### config.mk
export PLATFORM = sky130hd
export DESIGN_NAME = tcc_path_flat
export DESIGN_NICKNAME = d
export VERILOG_FILES = /design/src/rtl/tcc_pkg.sv /design/src/rtl/tcc_out_if.sv /design/src/rtl/tcc_path.sv /design/src/flat_wrapper.sv
export SDC_FILE = /design/constraint.sdc
export NUM_CORES = 1
export LEC_CHECK = 0
export ABC_AREA = 1
export BUFFER_PORTS_ARGS = -buffer_cell sky130_fd_sc_hd__buf_2
export CAP_MARGIN = 5
export CORE_AREA = 2 2 185 187
export DETAILED_ROUTE_END_ITERATION = 8
export DIE_AREA = 0 0 187 189
export GPL_TIMING_DRIVEN = 0
export PLACE_DENSITY = 0.74
export SETUP_SLACK_MARGIN = 0.02
export SLEW_MARGIN = 20
export SYNTH_ARGS = -nofsm -noshare
export SYNTH_HDL_FRONTEND = slang
export SYNTH_SLANG_ARGS = --single-unit
### constraint.sdc
create_clock -name clk_i -period 7.4 [get_ports clk_i]
set_clock_uncertainty 0.1 [all_clocks]
set_input_delay 0.74 -clock clk_i [delete_from_list [all_inputs] [get_ports clk_i]]
set_output_delay 0.74 -clock clk_i [all_outputs]
set_load 0.005 [all_outputs]
### src/rtl/tcc_pkg.sv
// Shared types, constants and codes of the tour cycle checker.
`default_nettype none

package tcc_pkg;

  localparam int NodeW     = 7;
  localparam int WeightInW = 16;
  localparam int DistW     = 30;
  localparam int PathNumW  = 16;
  localparam int BestDistW = 31;
  localparam int VerdictW  = 2;

  localparam int MaxNodesDefault   = 64;
  localparam int WeightBitsDefault = 16;

  localparam logic [NodeW-1:0]     NodeCountReset = 7'd64;
  localparam logic [DistW-1:0]     DistMax        = {DistW{1'b1}};
  localparam logic [BestDistW-1:0] NoBest         = {1'b1, {DistW{1'b0}}};

  localparam logic CMD_LOAD   = 1'b0;
  localparam logic CMD_VERTEX = 1'b1;

  typedef enum logic [VerdictW-1:0] {
    VERDICT_NONE   = 2'd0,
    VERDICT_SIMPLE = 2'd1,
    VERDICT_TOUR   = 2'd2
  } verdict_e;

  typedef enum logic [1:0] {
    ST_CLEAR,
    ST_IDLE,
    ST_EXEC
  } state_e;

  // One path vertex handed from the sequencer to the path tracker.
  typedef struct packed {
    logic             fire;
    logic [NodeW-1:0] vertex;
    logic             last;
    logic             in_range;
    logic             edge_usable;
  } step_t;

  typedef struct packed {
    logic             in_path;
    logic [NodeW-1:0] prev_vertex;
    logic             out_free;
  } path_status_t;

endpackage

`default_nettype wire

### src/rtl/tcc_out_if.sv
// Result channel carrying the verdict of a finished path.
`default_nettype none

interface tcc_out_if;
  logic                          valid;
  logic                          ready;
  logic [tcc_pkg::PathNumW-1:0]  path_number;
  logic [tcc_pkg::DistW-1:0]     distance;
  logic                          edges_present;
  logic [tcc_pkg::VerdictW-1:0]  verdict;
  logic [tcc_pkg::PathNumW-1:0]  best_path;
  logic [tcc_pkg::BestDistW-1:0] best_distance;

  modport source (output valid, output path_number, output distance,
                  output edges_present, output verdict, output best_path,
                  output best_distance, input ready);
  modport sink (input valid, input path_number, input distance,
                input edges_present, input verdict, input best_path,
                input best_distance, output ready);
endinterface

`default_nettype wire

### src/rtl/tcc_path.sv
// Path tracker: visit masks, running distance, verdict, best tour and result register.
`default_nettype none

module tcc_path #(
  parameter int MaxNodes   = tcc_pkg::MaxNodesDefault,
  parameter int WeightBits = tcc_pkg::WeightBitsDefault
) (
  input  logic                              clk_i,
  input  logic                              rst_ni,
  input  tcc_pkg::step_t                    step_i,
  input  logic [$clog2(MaxNodes+1)-1:0]     n_use_i,
  input  logic [WeightBits-1:0]             edge_weight_i,
  output tcc_pkg::path_status_t             status_o,
  tcc_out_if.source                         out_o
);

  localparam int CoordW = $clog2(MaxNodes);
  localparam int CntW   = $clog2(MaxNodes+1);
  localparam int SumW   = (tcc_pkg::DistW > WeightBits ? tcc_pkg::DistW : WeightBits) + 1;

  logic [MaxNodes-1:0]              visited_q, visited_d;
  logic [MaxNodes-1:0]              repeated_q, repeated_d;
  logic [CntW-1:0]                  distinct_q, distinct_d;
  logic [CntW-1:0]                  rep_cnt_q, rep_cnt_d;
  logic [tcc_pkg::DistW-1:0]        dist_q, dist_d;
  logic [tcc_pkg::NodeW-1:0]        first_q, first_d;
  logic [tcc_pkg::NodeW-1:0]        prev_q, prev_d;
  logic                             in_path_q, in_path_d;
  logic                             ok_q, ok_d;
  logic [tcc_pkg::PathNumW-1:0]     count_q, count_d;
  logic [tcc_pkg::PathNumW-1:0]     best_idx_q, best_idx_d;
  logic [tcc_pkg::BestDistW-1:0]    best_len_q, best_len_d;

  logic                             out_valid_q, out_valid_d;
  logic [tcc_pkg::PathNumW-1:0]     out_num_q, out_num_d;
  logic [tcc_pkg::DistW-1:0]        out_dist_q, out_dist_d;
  logic                             out_ok_q, out_ok_d;
  tcc_pkg::verdict_e                out_verdict_q, out_verdict_d;
  logic [tcc_pkg::PathNumW-1:0]     out_best_q, out_best_d;
  logic [tcc_pkg::BestDistW-1:0]    out_best_len_q, out_best_len_d;

  always_comb begin
    logic [CoordW-1:0]         idx;
    logic [WeightBits-1:0]     e;
    logic [SumW-1:0]           sum;
    logic [tcc_pkg::NodeW-1:0] first_upd;
    tcc_pkg::verdict_e         verdict;

    visited_d      = visited_q;
    repeated_d     = repeated_q;
    distinct_d     = distinct_q;
    rep_cnt_d      = rep_cnt_q;
    dist_d         = dist_q;
    first_d        = first_q;
    prev_d         = prev_q;
    in_path_d      = in_path_q;
    ok_d           = ok_q;
    count_d        = count_q;
    best_idx_d     = best_idx_q;
    best_len_d     = best_len_q;
    out_num_d      = out_num_q;
    out_dist_d     = out_dist_q;
    out_ok_d       = out_ok_q;
    out_verdict_d  = out_verdict_q;
    out_best_d     = out_best_q;
    out_best_len_d = out_best_len_q;
    out_valid_d    = out_valid_q && !out_o.ready;

    idx       = CoordW'(step_i.vertex - tcc_pkg::NodeW'(1));
    e         = step_i.edge_usable ? edge_weight_i : '0;
    sum       = SumW'(dist_q) + SumW'(e);
    first_upd = in_path_q ? first_q : step_i.vertex;
    verdict   = tcc_pkg::VERDICT_NONE;

    if (step_i.fire) begin
      if (step_i.in_range) begin
        if (visited_q[idx]) begin
          if (!repeated_q[idx]) begin
            repeated_d[idx] = 1'b1;
            rep_cnt_d       = rep_cnt_q + CntW'(1);
          end
        end else begin
          visited_d[idx] = 1'b1;
          distinct_d     = distinct_q + CntW'(1);
        end
      end else begin
        ok_d = 1'b0;
      end

      if (!in_path_q) begin
        first_d   = step_i.vertex;
        in_path_d = 1'b1;
      end else if (e != '0) begin
        dist_d = (sum > SumW'(tcc_pkg::DistMax)) ? tcc_pkg::DistMax
                                                  : tcc_pkg::DistW'(sum);
      end else begin
        ok_d = 1'b0;
      end
      prev_d = step_i.vertex;

      if (step_i.last) begin
        count_d = count_q + tcc_pkg::PathNumW'(1);
        if (!ok_d || distinct_d != n_use_i || first_upd != step_i.vertex) begin
          verdict = tcc_pkg::VERDICT_NONE;
        end else if (rep_cnt_d == CntW'(1)) begin
          verdict = tcc_pkg::VERDICT_SIMPLE;
        end else begin
          verdict = tcc_pkg::VERDICT_TOUR;
        end
        // Only a strictly shorter accepted tour displaces the best one.
        if (verdict != tcc_pkg::VERDICT_NONE &&
            tcc_pkg::BestDistW'(dist_d) < best_len_q) begin
          best_len_d = tcc_pkg::BestDistW'(dist_d);
          best_idx_d = count_d;
        end

        out_valid_d    = 1'b1;
        out_num_d      = count_d;
        out_dist_d     = dist_d;
        out_ok_d       = ok_d;
        out_verdict_d  = verdict;
        out_best_d     = best_idx_d;
        out_best_len_d = best_len_d;

        visited_d  = '0;
        repeated_d = '0;
        distinct_d = '0;
        rep_cnt_d  = '0;
        dist_d     = '0;
        first_d    = '0;
        prev_d     = '0;
        in_path_d  = 1'b0;
        ok_d       = 1'b1;
      end
    end
  end

  always_ff @(posedge clk_i or negedge rst_ni) begin
    if (!rst_ni) begin
      visited_q   <= '0;
      repeated_q  <= '0;
      distinct_q  <= '0;
      rep_cnt_q   <= '0;
      dist_q      <= '0;
      first_q     <= '0;
      prev_q      <= '0;
      in_path_q   <= 1'b0;
      ok_q        <= 1'b1;
      count_q     <= '0;
      best_idx_q  <= '0;
      best_len_q  <= tcc_pkg::NoBest;
      out_valid_q <= 1'b0;
    end else begin
      visited_q   <= visited_d;
      repeated_q  <= repeated_d;
      distinct_q  <= distinct_d;
      rep_cnt_q   <= rep_cnt_d;
      dist_q      <= dist_d;
      first_q     <= first_d;
      prev_q      <= prev_d;
      in_path_q   <= in_path_d;
      ok_q        <= ok_d;
      count_q     <= count_d;
      best_idx_q  <= best_idx_d;
      best_len_q  <= best_len_d;
      out_valid_q <= out_valid_d;
    end
  end

  always_ff @(posedge clk_i) begin
    out_num_q      <= out_num_d;
    out_dist_q     <= out_dist_d;
    out_ok_q       <= out_ok_d;
    out_verdict_q  <= out_verdict_d;
    out_best_q     <= out_best_d;
    out_best_len_q <= out_best_len_d;
  end

  assign status_o.in_path     = in_path_q;
  assign status_o.prev_vertex = prev_q;
  assign status_o.out_free    = !out_valid_q || out_o.ready;

  assign out_o.valid         = out_valid_q;
  assign out_o.path_number   = out_num_q;
  assign out_o.distance      = out_dist_q;
  assign out_o.edges_present = out_ok_q;
  assign out_o.verdict       = out_verdict_q;
  assign out_o.best_path     = out_best_q;
  assign out_o.best_distance = out_best_len_q;

endmodule

`default_nettype wire

### src/flat_wrapper.sv
// flat-port wrapper written by rule: the top's interface ports become plain ports
module tcc_path_flat 
#(
  parameter int MaxNodes   = tcc_pkg::MaxNodesDefault,
  parameter int WeightBits = tcc_pkg::WeightBitsDefault
)
  (clk_i, rst_ni, step_i, n_use_i, edge_weight_i, status_o, out_o_valid, out_o_path_number, out_o_distance, out_o_edges_present, out_o_verdict, out_o_best_path, out_o_best_distance, out_o_ready);
  tcc_out_if out_o_i ();
  input  logic clk_i;
  input  logic rst_ni;
  input  tcc_pkg::step_t step_i;
  input  logic [$clog2(MaxNodes+1)-1:0] n_use_i;
  input  logic [WeightBits-1:0] edge_weight_i;
  output tcc_pkg::path_status_t status_o;
  output wire logic [$bits(out_o_i.valid)-1:0] out_o_valid;
  output wire logic [$bits(out_o_i.path_number)-1:0] out_o_path_number;
  output wire logic [$bits(out_o_i.distance)-1:0] out_o_distance;
  output wire logic [$bits(out_o_i.edges_present)-1:0] out_o_edges_present;
  output wire logic [$bits(out_o_i.verdict)-1:0] out_o_verdict;
  output wire logic [$bits(out_o_i.best_path)-1:0] out_o_best_path;
  output wire logic [$bits(out_o_i.best_distance)-1:0] out_o_best_distance;
  input wire logic [$bits(out_o_i.ready)-1:0] out_o_ready;
  assign out_o_valid = out_o_i.valid;
  assign out_o_path_number = out_o_i.path_number;
  assign out_o_distance = out_o_i.distance;
  assign out_o_edges_present = out_o_i.edges_present;
  assign out_o_verdict = out_o_i.verdict;
  assign out_o_best_path = out_o_i.best_path;
  assign out_o_best_distance = out_o_i.best_distance;
  assign out_o_i.ready = out_o_ready;
  tcc_path #(.MaxNodes(MaxNodes), .WeightBits(WeightBits)) u_core (.clk_i(clk_i), .rst_ni(rst_ni), .step_i(step_i), .n_use_i(n_use_i), .edge_weight_i(edge_weight_i), .status_o(status_o), .out_o(out_o_i));
endmodule
==> flow_metrics.tcl <==
set metrics [dict create \
    yosysTopAreaCell "dfrtp_1" \
    cap_viol_max_count 0 \
    synth_cell_type_count 50 \
    die_w_um 187 \
    cts_inserted_buffers 37 \
    worst-slew-pin-transition_ns 1.08 \
    multi_input_area_um2 7280 \
    initialDrtViolationCount 1268 \
    ant_nets 0 \
    initial_core_util_pct 54.6 \
    cts_tree "yes" \
    root_buffer "clkbuf_16" \
    nFillCells 2900 \
    design_area_um2 20600 \
    cts_setup_buffers 0 \
    seq_area_frac_synth_pct 50.6 \
    cp-start-kind "primary input" \
    htreeDepth 2 \
    final_nets 2528 \
    dieHeight_um 189 \
    powerDensity_nw_per_um2 229 \
    dieArea_um2 35300 \
    cts.repair.resized 0 \
    hpwl_um 35300 \
    grt_pass1_vias 15200 \
    cp.buffers_inverters 7 \
    synth-edff-count 96 \
    ys_ff_latch 348 \
    worst_path_most_repeated_cell "nand2_1" \
    holdBufCountCts 0 \
    min_path_type "in2async" \
    fin_util_pct 62.0 \
    drt-total-wl_um 48700 \
    first_pass_iters 5 \
    dpl-instance-area_um2 19500 \
    cts.sinks 348 \
    worstSetupPathType "in2reg" \
    via_per_inst 5.46 \
    tns_ns 0 \
    synthTopCellsByArea "dfrtp_1 (34%), edfxtp_1 (16%), nand2_1 (14%), inv_1 (6.2%), a21oi_1 (4.6%)" \
    status "finished clean" \
    synth_commonest_cells "nand2_1 (687), inv_1 (302), dfrtp_1 (250)" \
    regArea_um2 9190 \
    crit_required_ns 7.67 \
    grt_remaining_overflow 0 \
    clockBufferDepth 3 \
    path_clk_slew_ns 0.06 \
    final_hold_viol_count 0 \
    yosys_warnings 0 \
    path_max_fanout 10 \
    synth_area_um2 18200 \
    ys.flop_type "dfrtp_1" \
    drc_errors 0 \
    ir_worst_vdd_v 0.000196 \
    setup_viol 0 \
    p_total_mw 4.73 \
    finalMaxSlewViolations 0 \
    synth_cells 2259 \
    power_leakage_nw 9.83 \
    grt_max_degree 82 \
    coreArea_um2 33300 \
    synthArstFlopShare_pct 72.4 \
    crit_slowest_cell "clkbuf_1" \
    cp-end-kind "register" \
    crit_arrival_ns 6.45 \
    slew_headroom_pct 27.6 \
    max_freq_mhz 162 \
    grt_pass1_wl_um 78200 \
    vias 15900 \
    syn-mean-instance-area_um2 8.04 \
    syn-num-nets 2346 \
    area_growth_pct 13.7 \
    gp_congestion 0.922 \
    ios 143 \
    worstSkewPairLatency_ns 0.53 \
    cp_top_family "buffers and inverters" \
    period_minus_slack_ns 6.17 \
    post-route-period-util_pct 83.4 \
    wl_per_cell_um 16.7 \
    antenna_found_initial 1 \
    grt_setup_unrepaired "false" \
    whs_ns 0.00106 \
    portBuffers 139 \
    grt_usage_pct 27.7 \
    crit_path_max_incr_delay_ns 0.60 \
    core.rowCount 67 \
    drive_gt1_share_pct 10.4 \
    synth_top_cell_area_share_pct 34.5 \
    post-synth-top-count-cell "nand2_1" \
]
==> sequential cells by signal, indices dropped and copies added, names as in the netlist, 2 cells and up <==
signal / cells
u_core.best_idx_q: 16
u_core.best_len_q: 31
u_core.count_q: 16
u_core.dist_q: 30
u_core.distinct_q: 7
u_core.first_q: 7
u_core.out_o.best_distance: 31
u_core.out_o.best_path: 16
u_core.out_o.distance: 30
u_core.out_o.path_number: 16
u_core.out_o.verdict: 2
u_core.prev_q: 7
u_core.rep_cnt_q: 7
u_core.repeated_q: 64
u_core.visited_q: 64
==> routing by layer <==
metal  track usage, %  wire, um
met5                0         0
met4             14.4      2660
met2             46.9     23300
met3             3.78      3120
met1             34.7     19600
==> path summary, 6_finish.rpt <==
| check | start | to | slack [ns] | cells past startpoint |
|---|---|---|---|---|
| max in group asynchronous | rst_ni | u_core.best_len_q[30] | 6.10 | 3 |
| worst max register to register | u_core.dist_q[0] | u_core.out_o.best_distance[2] | 1.37 | 25 |
| min in group clk_i | out_o_ready | u_core.out_o.valid | 0.36 | 4 |
| worst max-delay path | step_i[0] | u_core.out_o.best_distance[2] | 1.23 | 28 |
| worst min register to register | u_core.best_len_q[30] | u_core.best_len_q[30] | 0.36 | 2 |
| worst min-delay path | rst_ni | u_core.visited_q[5] | 0.001 | 1 |
==> metrics by stage <==
stage	setup WS (ns)	std cells
6_report	1.23	2915
5_1_grt	0.964	2915
4_1_cts	1.46	2914
3_5_place_dp	0.942	2850
3_3_place_gp	0.371	2846
2_1_floorplan	2.42	2259
==> cell usage in the layout (no fill, tap or decap), types with 18 or more instances in the layout <==
cell type / n
nand2_1: 687
inv_1: 302
dfrtp_1: 250
a21oi_1: 168
buf_2: 159
nor2_1: 140
nand4_1: 108
o21ai_0: 104
edfxtp_1: 96
clkbuf_1: 79
nand3_1: 71
o22ai_1: 56
ha_1: 49
clkbuf_16: 37
xor2_1: 26
nor3_1: 19
buf_4: 18
==> power by group <==
part	internal, mW	leakage (nW)	switching [mW]
registers	2.09	4.38	0.0495
logic	0.250	4.90	0.625
clock network	0.974	0.544	0.746
total	3.31	9.83	1.42
==> layout make-up <==
class                      instances  area share (%)
clock inverter                    12           0.351
antenna                            1          0.0121
inverter                         308            5.61
clock buffer                      52            5.00
buffer                           113            2.60
timing repair buffer             143            3.95
tap                              448            2.71
sequential                       348            44.5
multi-input combinational       1490            35.2
==> cells by family (layout without fill, tap and decap cells) <==
group,after synthesis,count (layout),synth area share [%]
other cells,0,1,0
buf+inv,421,628,9.32
compound gates,361,361,10.8
fa+ha+maj,50,50,3.49
xor+xnor,33,33,1.70
simple gates,1046,1046,24.1
flops,348,348,50.6
No activity file was read; power rests on OpenSTA's default activity.
